[src/rtl/eg_pkg.sv]
// Package for the nibble ElGamal decryptor: widths, reset values, lane FSM states.
// No dependencies.
package eg_pkg;
  localparam int unsigned MOD_W_DEFAULT = 32;
  localparam int unsigned FIELD_W = 32;
  localparam int unsigned CFG_IDX_W = 1;
  localparam logic [CFG_IDX_W-1:0] REG_MODULUS = 1'b0;
  localparam logic [CFG_IDX_W-1:0] REG_SECRET = 1'b1;
  localparam logic [FIELD_W-1:0] MODULUS_RESET = 32'd65537;
  localparam logic [FIELD_W-1:0] SECRET_RESET = 32'd12345;
  localparam logic [3:0] NIBBLE_MASK = 4'hF;

  typedef enum logic [2:0] {
    L_IDLE, L_RED, L_EXP1, L_EXP2, L_FINAL, L_DONE
  } lane_state_t;

  // Operation codes for the modular multiplier.
  typedef enum logic [1:0] {
    MM_RED, MM_MUL
  } mm_op_t;
endpackage

[src/rtl/eg_mulmod.sv]
// Bit-serial modular multiplier: r = a*b mod p, one bit of b per cycle.
// Depends on eg_pkg.
module eg_mulmod #(
  parameter int unsigned MOD_W = eg_pkg::MOD_W_DEFAULT,
  parameter int unsigned OPB_W = MOD_W
) (
  input  logic             clk,
  input  logic             rst,
  input  logic             start,
  input  logic [MOD_W-1:0] a,
  input  logic [OPB_W-1:0] b,
  input  logic [MOD_W-1:0] p,
  output logic             busy,
  output logic             done,
  output logic [MOD_W-1:0] r
);
  import eg_pkg::*;
  localparam int unsigned CNT_W = $clog2(OPB_W + 1);

  logic [MOD_W-1:0] opa, modp, acc;
  logic [OPB_W-1:0] opb;
  logic [CNT_W-1:0] cnt;
  logic [MOD_W:0] dbl, dbl_r, add, add_r;
  logic [MOD_W-1:0] acc_next;

  // Double, reduce, conditionally add, reduce.
  always_comb begin
    dbl = {acc, 1'b0};
    dbl_r = (dbl >= {1'b0, modp}) ? dbl - {1'b0, modp} : dbl;
    add = dbl_r + {1'b0, opa};
    add_r = (add >= {1'b0, modp}) ? add - {1'b0, modp} : add;
    acc_next = opb[OPB_W-1] ? add_r[MOD_W-1:0] : dbl_r[MOD_W-1:0];
  end

  always_ff @(posedge clk) begin
    if (rst) begin
      busy <= 1'b0;
      cnt <= '0;
      done <= 1'b0;
    end else begin
      done <= busy && (cnt == CNT_W'(1));
      if (start && !busy) begin
        busy <= 1'b1;
        opa <= a;
        opb <= b;
        modp <= p;
        acc <= '0;
        cnt <= CNT_W'(OPB_W);
      end else if (busy) begin
        acc <= acc_next;
        opb <= {opb[OPB_W-2:0], 1'b0};
        cnt <= cnt - 1'b1;
        if (cnt == CNT_W'(1)) busy <= 1'b0;
      end
    end
  end

  assign r = acc;

  assert property (@(posedge clk) disable iff (rst) done |-> !busy)
    else $error("mulmod done while busy");
  assert property (@(posedge clk) disable iff (rst) (start && !busy) |=> busy)
    else $error("mulmod did not start");
  assert property (@(posedge clk) disable iff (rst) done |-> r < modp)
    else $error("mulmod result not reduced");
endmodule

[src/rtl/eg_lane.sv]
// One decryption lane: m = b * (a^x)^(p-2) mod p, low nibble kept.
// Depends on eg_pkg and eg_mulmod.
module eg_lane #(
  parameter int unsigned MOD_W = eg_pkg::MOD_W_DEFAULT
) (
  input  logic                        clk,
  input  logic                        rst,
  input  logic                        start,
  input  logic [eg_pkg::FIELD_W-1:0]  ephemeral,
  input  logic [eg_pkg::FIELD_W-1:0]  masked,
  input  logic [MOD_W-1:0]            p,
  input  logic [eg_pkg::FIELD_W-1:0]  x,
  output logic                        done,
  output logic [3:0]                  nibble
);
  import eg_pkg::*;
  localparam int unsigned EXP_W = (MOD_W > FIELD_W) ? MOD_W : FIELD_W;
  localparam int unsigned ECNT_W = $clog2(EXP_W + 1);

  lane_state_t state, state_next;
  logic [MOD_W-1:0] res, base, bred, m_a, m_r;
  logic [EXP_W-1:0] m_b;
  logic [EXP_W-1:0] ex;
  logic [ECNT_W-1:0] ecnt;
  logic phase;        // 0: multiply res by base, 1: square base
  logic red_step;     // 0: reduce a, 1: reduce b
  logic mm_start, mm_busy, mm_done;
  logic [EXP_W-1:0] in_a, in_b;
  logic [MOD_W:0] pm2;

  // Zero-extend the fields; the multiplier walks all their bits to reduce them.
  always_comb begin
    in_a = EXP_W'(ephemeral);
    in_b = EXP_W'(masked);
  end
  assign pm2 = {1'b0, p} - (MOD_W+1)'(2);

  eg_mulmod #(.MOD_W(MOD_W), .OPB_W(EXP_W)) u_mm (
    .clk(clk), .rst(rst), .start(mm_start), .a(m_a), .b(m_b), .p(p),
    .busy(mm_busy), .done(mm_done), .r(m_r)
  );

  // Next state.
  always_comb begin
    state_next = state;
    unique case (state)
      L_IDLE:  if (start) state_next = L_RED;
      L_RED:   if (mm_done && red_step) state_next = L_EXP1;
      L_EXP1:  if (ecnt == '0 && !mm_busy && !mm_done) state_next = L_EXP2;
      L_EXP2:  if (ecnt == '0 && !mm_busy && !mm_done) state_next = L_FINAL;
      L_FINAL: if (mm_done) state_next = L_DONE;
      L_DONE:  state_next = L_IDLE;
      default: state_next = L_IDLE;
    endcase
  end

  // Multiplier operand selection; 1*a mod p, a Horner pass over a, reduces a.
  always_comb begin
    m_a = '0;
    m_b = '0;
    mm_start = 1'b0;
    unique case (state)
      L_RED: begin
        m_a = MOD_W'(1);
        m_b = red_step ? in_b : in_a;
        mm_start = !mm_busy && !mm_done;
      end
      L_EXP1, L_EXP2: begin
        m_a = phase ? base : res;
        m_b = EXP_W'(base);
        mm_start = (ecnt != '0) && !mm_busy && !mm_done && (phase || ex[0]);
      end
      L_FINAL: begin
        m_a = bred;
        m_b = EXP_W'(res);
        mm_start = !mm_busy && !mm_done;
      end
      default: ;
    endcase
  end

  always_ff @(posedge clk) begin
    if (rst) begin
      state <= L_IDLE;
    end else begin
      state <= state_next;
    end
    unique case (state)
      L_IDLE: begin
        red_step <= 1'b0;
      end
      L_RED: if (mm_done) begin
        if (!red_step) begin
          base <= m_r;
          red_step <= 1'b1;
        end else begin
          bred <= m_r;
          res <= MOD_W'(1);
          ex <= EXP_W'(x);
          ecnt <= ECNT_W'(FIELD_W);
          phase <= 1'b0;
        end
      end
      L_EXP1, L_EXP2: begin
        if (ecnt == '0 && !mm_busy && !mm_done) begin
          if (state == L_EXP1) begin
            // Start second exponentiation from s = res.
            base <= res;
            res <= MOD_W'(1);
            ex <= EXP_W'(pm2[MOD_W-1:0]);
            ecnt <= ECNT_W'(MOD_W);
            phase <= 1'b0;
          end
        end else if ((ecnt != '0) && !mm_busy && !mm_done && !phase && !ex[0]) begin
          // Skip the multiply for a zero bit.
          phase <= 1'b1;
        end else if (mm_done) begin
          if (!phase) begin
            res <= m_r;
            phase <= 1'b1;
          end else begin
            base <= m_r;
            phase <= 1'b0;
            ex <= ex >> 1;
            ecnt <= ecnt - 1'b1;
          end
        end
      end
      L_FINAL: if (mm_done) nibble <= m_r[3:0] & NIBBLE_MASK;
      default: ;
    endcase
  end

  assign done = (state == L_DONE);

  assert property (@(posedge clk) disable iff (rst) done |=> state == L_IDLE)
    else $error("lane did not return to idle");
  assert property (@(posedge clk) disable iff (rst)
    (state == L_IDLE && !start) |=> state == L_IDLE)
    else $error("lane left idle without start");
endmodule

[src/rtl/elgamal_nibble_decrypt_top.sv]
// Channel    | Signals                                   | Dir
// request    | in_valid/in_ready, high_*/low_* fields     | in
// result     | out_valid/out_ready, plain_byte            | out
// config     | cfg_we, cfg_index, cfg_data                | in
// Two lanes run the high and low nibble side by side, each on its own
// bit-serial multiplier. A request runs two exponentiations, of 32 and MOD_W
// bits, at worst each bit a multiply and a square. The result waits in an
// output register; the next request is taken once the result has been
// accepted. Reset (rst, synchronous) loads the register defaults and empties
// the block.
module elgamal_nibble_decrypt_top #(
  parameter int unsigned MOD_W = eg_pkg::MOD_W_DEFAULT
) (
  input  logic                          clk,
  input  logic                          rst,
  input  logic                          in_valid,
  output logic                          in_ready,
  input  logic [eg_pkg::FIELD_W-1:0]    high_ephemeral,
  input  logic [eg_pkg::FIELD_W-1:0]    high_masked,
  input  logic [eg_pkg::FIELD_W-1:0]    low_ephemeral,
  input  logic [eg_pkg::FIELD_W-1:0]    low_masked,
  output logic                          out_valid,
  input  logic                          out_ready,
  output logic [7:0]                    plain_byte,
  input  logic                          cfg_we,
  input  logic [eg_pkg::CFG_IDX_W-1:0]  cfg_index,
  input  logic [eg_pkg::FIELD_W-1:0]    cfg_data
);
  import eg_pkg::*;

  logic [MOD_W-1:0] modulus;
  logic [FIELD_W-1:0] secret_exponent;
  logic busy, small_p, start;
  logic hi_done, lo_done, hi_seen, lo_seen;
  logic [3:0] hi_nib, lo_nib;
  logic [FIELD_W-1:0] ha, hb, la, lb;

  assign small_p = (modulus < MOD_W'(2));
  assign in_ready = !busy && !out_valid;
  assign start = in_valid && in_ready && !small_p;

  // Config writes.
  always_ff @(posedge clk) begin
    if (rst) begin
      modulus <= MOD_W'(MODULUS_RESET);
      secret_exponent <= SECRET_RESET;
    end else if (cfg_we) begin
      unique case (cfg_index)
        REG_MODULUS: modulus <= MOD_W'(cfg_data);
        REG_SECRET:  secret_exponent <= cfg_data;
        default: ;
      endcase
    end
  end

  // Capture request fields for the lanes.
  always_ff @(posedge clk) begin
    if (in_valid && in_ready) begin
      ha <= high_ephemeral;
      hb <= high_masked;
      la <= low_ephemeral;
      lb <= low_masked;
    end
  end

  logic go;
  always_ff @(posedge clk) begin
    if (rst) go <= 1'b0;
    else go <= start;
  end

  eg_lane #(.MOD_W(MOD_W)) u_hi (
    .clk(clk), .rst(rst), .start(go), .ephemeral(ha), .masked(hb),
    .p(modulus), .x(secret_exponent), .done(hi_done), .nibble(hi_nib)
  );
  eg_lane #(.MOD_W(MOD_W)) u_lo (
    .clk(clk), .rst(rst), .start(go), .ephemeral(la), .masked(lb),
    .p(modulus), .x(secret_exponent), .done(lo_done), .nibble(lo_nib)
  );

  // Merge lane results into the output register.
  always_ff @(posedge clk) begin
    if (rst) begin
      busy <= 1'b0;
      out_valid <= 1'b0;
      hi_seen <= 1'b0;
      lo_seen <= 1'b0;
    end else begin
      if (out_valid && out_ready) out_valid <= 1'b0;
      if (in_valid && in_ready) begin
        if (small_p) begin
          plain_byte <= '0;
          out_valid <= 1'b1;
        end else begin
          busy <= 1'b1;
        end
      end
      if (busy && (hi_seen || hi_done) && (lo_seen || lo_done)) begin
        plain_byte <= {hi_nib, lo_nib};
        out_valid <= 1'b1;
        busy <= 1'b0;
        hi_seen <= 1'b0;
        lo_seen <= 1'b0;
      end else begin
        if (hi_done) hi_seen <= 1'b1;
        if (lo_done) lo_seen <= 1'b1;
      end
    end
  end

  assert property (@(posedge clk) disable iff (rst) (in_valid && in_ready) |=> !in_ready)
    else $error("accepted two requests back to back");
  assert property (@(posedge clk) disable iff (rst) !(busy && out_valid))
    else $error("busy with result pending");
  assert property (@(posedge clk) disable iff (rst) (out_valid && !out_ready) |=> out_valid)
    else $error("result dropped");
endmodule

[config.mk]
export PLATFORM = sky130hd
export DESIGN_NAME = elgamal_nibble_decrypt_top
export DESIGN_NICKNAME = d
export VERILOG_FILES = /design/src/rtl/eg_pkg.sv /design/src/rtl/eg_mulmod.sv /design/src/rtl/eg_lane.sv /design/src/rtl/elgamal_nibble_decrypt_top.sv
export SDC_FILE = /design/constraint.sdc
export NUM_CORES = 2
export LEC_CHECK = 0
export BUFFER_PORTS_ARGS = -buffer_cell sky130_fd_sc_hd__buf_2
export CAP_MARGIN = 40
export CORE_UTILIZATION = 40
export DETAILED_ROUTE_END_ITERATION = 16
export PLACE_DENSITY = 0.54
export SYNTH_ARGS = -nofsm -noshare
export SYNTH_HDL_FRONTEND = slang
export SYNTH_SLANG_ARGS = --single-unit
[constraint.sdc]
create_clock -name clk -period 10.2 [get_ports clk]
set_input_delay 0.51 -clock clk [delete_from_list [all_inputs] [get_ports clk]]
set_output_delay 0.51 -clock clk [all_outputs]
set_load 0.005 [all_outputs]
Word level (Yosys, flattened, before mapping)
Cells that the tools add are included.

storage, ports and cells
  register bits = 763
  input bits = 166
  output and inout port bits = 10

operators by class
  add/sub/neg operators = 11
  order comparisons = 5
  eq/ne operators = 40
  mux-type cells = 134
  bitwise gates (word level) = 3
  reductions and logical operators = 88

operator list
  cell                   count
  $mux 32                56
  $pmux 32 s2            6
  $pmux 32 s3            4
  $ge 33x32->1           4
  $mux 6                 18
  $add 33x32->33         2
  $mux 33                2
  $sub 33x32->33         2
  $sub 32x32->32         2
  $reduce_and 7->1       6
  $lt 32x2->1 const B    1
  $sub 32x2->32 const B  1
  $pmux 3 s5             2
  $logic_and 1x1->1      28
  $mux 3                 9
  $mux 1                 26
  $mux 8                 3
  $pmux 6 s2             2
  $sub 6x1->6 const B    4
  $reduce_and 2->1       11
  $reduce_and 5->1       4
  $ne 2x1->1 const B     8
  $ne 2x2->1 const B     8
  $reduce_bool 2->1      8
  other kinds (17)       64

Depth between registers and ports, before layout
  word-level depth = 8
  depth in mapped cells = 37

Modules after synthesis
A second synthesis with hierarchy kept.

unflattened totals
  cells, all modules = 4373
  area total of the unflattened synthesis = 43609.3 um^2

modules (own cells, without submodules)
  module                      times used  cells each  area each (um^2)  seq. area each (um^2)
  eg_lane                     2           766         7679.9            4264.1
  eg_mulmod (u_hi.u_mm)       1           1187        10825.4           4003.8
  eg_mulmod (u_lo.u_mm)       1           1196        10810.4           4003.8
  elgamal_nibble_decrypt_top  1           458         6613.8            5465.2

Worst setup path after synthesis
Ideal clock, no wire load.

  kind = reg2reg
  from = reg u_hi.u_mm.acc[17] (netlist: u_hi.u_mm.r[17])
  to = reg u_hi.u_mm.acc[21] (netlist: u_hi.u_mm.r[21]), data pin
  setup time = 0.259 ns
  data arrival time = 7.013 ns
  slack = 2.928 ns
  cell stages (with the launch flop) = 34
  buffers on the path = 6
  period minus slack after synthesis = 7.272 ns
  cell sequence = edfxtp_1 -> ha_1 -> clkbuf_1 -> a21oi_1 -> o21ai_0 -> a211oi_1 -> o21ai_1 -> a211oi_2 -> clkbuf_1 -> clkbuf_1 -> nand2_1 -> o21ai_0 -> ha_1 -> clkbuf_1 -> a21oi_1 -> o21ai_0 -> a2111oi_0 -> a221oi_1 -> a2111oi_0 -> a21oi_1 -> a21oi_1 -> xnor2_1 -> ha_1 -> and3_1 -> and2_1 -> nand2_1 -> a2bb2oi_1 -> o31ai_1 -> o31ai_1 -> and3_1 -> buf_2 -> buf_2 -> nor3_1 -> a211o_1

on the way
  longest elaborated chain between the ends = 7
  elaborated cells between the ends (all ways) = 9
  those cells by class = 3 x add/sub; 2 x order compare; 4 x mux

RTL lines
  what                                                   RTL line         RTL
  start, declared                                        eg_mulmod.sv:20  logic [MOD_W-1:0] opa, modp, acc;
  start signal, assigned                                 eg_mulmod.sv:50  acc <= acc_next;
  $sub 33x32->33 / $ge 33x32->1 (equally long branches)  eg_mulmod.sv:29  dbl_r = (dbl >= {1'b0, modp}) ? dbl - {1'b0, modp} : dbl;
  $mux 33 (*)                                            eg_mulmod.sv:29
  $add 33x32->33                                         eg_mulmod.sv:30  add = dbl_r + {1'b0, opa};
  $sub 32x32->32 / $ge 33x32->1 (equally long branches)  eg_mulmod.sv:31  add_r = (add >= {1'b0, modp}) ? add - {1'b0, modp} : add;
  $mux 32                                                eg_mulmod.sv:31
  $mux 32 (*)                                            eg_mulmod.sv:32  acc_next = opb[OPB_W-1] ? add_r[MOD_W-1:0] : dbl_r[MOD_W-1:0];
  $mux 32 (*)                                            eg_mulmod.sv:49  end else if (busy) begin

Every way passes the cells marked *; elsewhere a longest branch is shown, timed or not. The select of a mux whose other input is x is not followed.
A chain may end at the register's enable or synchronous reset.

Worst setup path after layout
  from = reg u_hi.u_mm.acc[3] (netlist: u_hi.u_mm.r[3])
  to = reg u_hi.u_mm.acc[20] (netlist: u_hi.u_mm.r[20]), data pin

Same word-level chain as after synthesis.

==> results.sh <==
export IMPL_synthCells=4067
export IMPL_clk_pin_slew_ns=0.06
export IMPL_clk_latency_ns=0.67
export IMPL_setup_tns_final_ns=0
export IMPL_period_needed_ns=9.537
export IMPL_yosysTopAreaCell="edfxtp_1"
export IMPL_yosysTopAreaCellShare_pct=47.69
export IMPL_syn_nets=4440
export IMPL_cp_num_buf_inv=2
export IMPL_synth_edf_count=672
export IMPL_postLayoutCoreUtil_pct=46.89
export IMPL_ir_drop_uv=200.3
export IMPL_p_switching_w=0.004455
export IMPL_synth_area_um2=42310
export IMPL_postCtsResizedCells=0
export IMPL_dp_hpwl_mm=93.31
export IMPL_ys_top_cells_by_count="edfxtp_1, nand2_1, nor2_1"
export IMPL_cts_tree="yes"
export IMPL_core_um2=104200
export IMPL_die_area_um2=107100
export IMPL_maxSlewViolCount=0
export IMPL_clkSinkCount=763
export IMPL_status="complete, no violations"
export IMPL_area_delta_synth_final_pct=15.53
export IMPL_powerDensity_nw_per_um2=245.9
export IMPL_power_leakage_nw=18.43
export IMPL_end_kind="flop"
export IMPL_yosys_warnings=0
export IMPL_async_flop_share_pct=0
export IMPL_cap_violations=0
export IMPL_fin_nets=4643
export IMPL_swShare_pct=37.06
export IMPL_via_count=32510
export IMPL_grt_overflow_total=0
export IMPL_finalClockSkew_ns=0.02431
export IMPL_drtIter0Drc=2880
export IMPL_grt_pass1_wl_mm=197.8
export IMPL_start_util_pct=40.59
export IMPL_hold_violations=0
export IMPL_die_y_um=327.2
export IMPL_ys_seq_area_share_pct=52.00
export IMPL_vias_per_cell=5.680
export IMPL_path_class="reg -> reg"
export IMPL_worst_ep_required_time_ns=10.59
export IMPL_max_stage_delay_ns=0.78
export IMPL_synth_distinct_cells=85
export IMPL_yosys_most_used_dff="edfxtp_1"
export IMPL_max_freq_mhz=104.9
export IMPL_root_buffer="clkbuf_16"
export IMPL_drc=0
export IMPL_row_count=118
export IMPL_power_frac_comb_pct=40.0
export IMPL_antenna_found_initial=2
export IMPL_grt_util_all_layers_pct=24.24
export IMPL_synth_seq_cells=763
export IMPL_drive_gt1_share_pct=11.54
export IMPL_tightest_slew_ns=0.9191
export IMPL_drtAntennaViolNets=0
export IMPL_place_gp_congestion=0.9300
export IMPL_clkPwrFrac_pct=28.2
export IMPL_cp_slowest_cell="a2111oi_0"
export IMPL_seqPwrFrac_pct=31.7
export IMPL_cellInternalPower_w=0.007566
export IMPL_post_drt_wl_per_cell_um=23.16
export IMPL_cts_max_path_buffers=3
export IMPL_cp_top_family="compound AO/OA/AOI/OAI gates"
export IMPL_routed_wirelength_mm=132.5
export IMPL_syn_avg_cell_area_um2=10.40
export IMPL_final_setup_viol_count=0
export IMPL_period_share_pct=93.50
export IMPL_synthTopCellsByArea="edfxtp_1, ha_1, nand2_1"
export IMPL_cp_data_arrival_time_ns=9.93
export IMPL_cts_buffers_inserted=88
export IMPL_min_path_type="in -> reg"
export IMPL_portBuffers=175
export IMPL_synth_most_common_cell="edfxtp_1"
export IMPL_htreeDepth=3
export IMPL_worst_path_max_fanout=15
export IMPL_rsz0062_at_grt="no"
export IMPL_io_pins=176
export IMPL_grt_max_degree=75
export IMPL_cp_start_kind="flop"
export IMPL_max_slew_margin_pct=38.73
export IMPL_die_w_um=327.2
export IMPL_nFillCells=9762
export IMPL_firstDrtPassIters=8
export IMPL_grt_pass1_vias=31590
==> layout by cell type (no fill, tap or decap), types with 33 or more instances in the layout <==
| master | netlist | final |
|---|---|---|
| and3_1 | 95 | 95 |
| xnor2_1 | 124 | 124 |
| a211oi_1 | 33 | 33 |
| edfxtp_1 | 672 | 672 |
| buf_2 | 12 | 175 |
| a21o_1 | 81 | 81 |
| o21ai_0 | 276 | 276 |
| dfxtp_1 | 91 | 91 |
| a21oi_1 | 293 | 292 |
| a222oi_1 | 64 | 64 |
| inv_1 | 137 | 136 |
| nand2_1 | 546 | 545 |
| o21a_1 | 33 | 33 |
| a31oi_1 | 116 | 116 |
| buf_4 | 0 | 54 |
| mux2_2 | 73 | 73 |
| nor3_1 | 66 | 63 |
| clkbuf_16 | 0 | 96 |
| dlygate4sd3_1 | 0 | 94 |
| nand3_1 | 62 | 61 |
| ha_1 | 201 | 201 |
| mux2i_1 | 97 | 97 |
| nand4_1 | 39 | 39 |
| nor2_1 | 296 | 288 |
| xor2_1 | 71 | 71 |
==> layer usage <==
metal  up-vias  share of wire, %  GRT usage [%]
li1      15590                 -              -
met2       881                51          43.24
met3       189               4.6          3.094
met1     15850                42          30.42
met5         -                 0              0
met4         0               3.1          7.365
==> per-stage QoR <==
step / instances / total power [W] / hold WS (ns) / setup WS (ns) / cell area [um^2]
floorplan: 4067 / 0.007231 / 0.4443 / 2.928 / 42310
finish: 5723 / 0.01202 / 0.02761 / 0.6629 / 48880
global route: 5722 / 0.01267 / 0.004698 / 0.05712 / 48880
global placement: 5458 / 0.008592 / 0.4606 / 1.025 / 44690
detailed placement: 5466 / 0.008580 / 0.4659 / 0.9085 / 44840
CTS: 5722 / 0.01204 / 0.00002770 / 0.8561 / 48880
==> what timing repair did <==
| item | in CTS | in global routing |
|---|---|---|
| setup buffers | 0 | 0 |
| hold endpoints to repair | 94 | 0 |
| hold buffers | 94 | 0 |
==> worst reg2reg max path: cells and delay by family, from the launching register on <==
family / cells / cell delay, ns
simple gates: 5 / 1.18
fa+ha+maj: 3 / 1.20
xor+xnor: 2 / 0.37
compound gates: 18 / 5.32
buf+inv: 2 / 0.61
flops: 1 / 0.59
==> logic make-up (layout without fill, tap and decap cells) <==
group / Yosys count / in the layout / synth area share (%)
buffers and inverters: 357 / 632 / 3.203
other: 0 / 1 / 0
XOR/XNOR: 196 / 196 / 4.090
AO/OA/AOI/OAI: 1088 / 1088 / 16.33
multiplexers: 171 / 171 / 4.291
flip-flops: 763 / 763 / 52.00
AND/OR/NAND/NOR: 1285 / 1285 / 13.86
adder cells (fa/ha/maj): 207 / 207 / 6.228
==> worst paths after layout <==
path	from	to	slack, ns	depth (start not counted)
setup / recovery	u_hi.u_mm.r[3]	u_hi.u_mm.r[20]	0.66	30
hold / removal	low_masked[1]	lb[1]	0.03	1
setup reg to reg	u_hi.u_mm.r[3]	u_hi.u_mm.r[20]	0.66	30
hold reg to reg	secret_exponent[29]	secret_exponent[29]	0.48	2
==> area by class of cell <==
class | instances | area, um^2 | area share [%]
sequential | 763 | 22000 | 45.01
antenna | 1 | 2.502 | 0.005120
timing repair buffer | 332 | 2415 | 4.940
clock inverter | 47 | 586.8 | 1.201
inverter | 138 | 523.0 | 1.070
clock buffer | 115 | 2504 | 5.122
multi-input combinational | 2947 | 19120 | 39.12
tap | 1380 | 1727 | 3.533
==> power by group through the flow <==
stage	combinational, W	clock (W)	sequential [W]
after CTS	0.00476	0.00346	0.00382
final	0.00481	0.00339	0.00382
after detailed placement	0.00470	0	0.00388
after floorplan	0.00345	0	0.00378
after global routing	0.00528	0.00356	0.00383
after global placement	0.00471	0	0.00388
No activity file was read; power rests on OpenSTA's default activity.
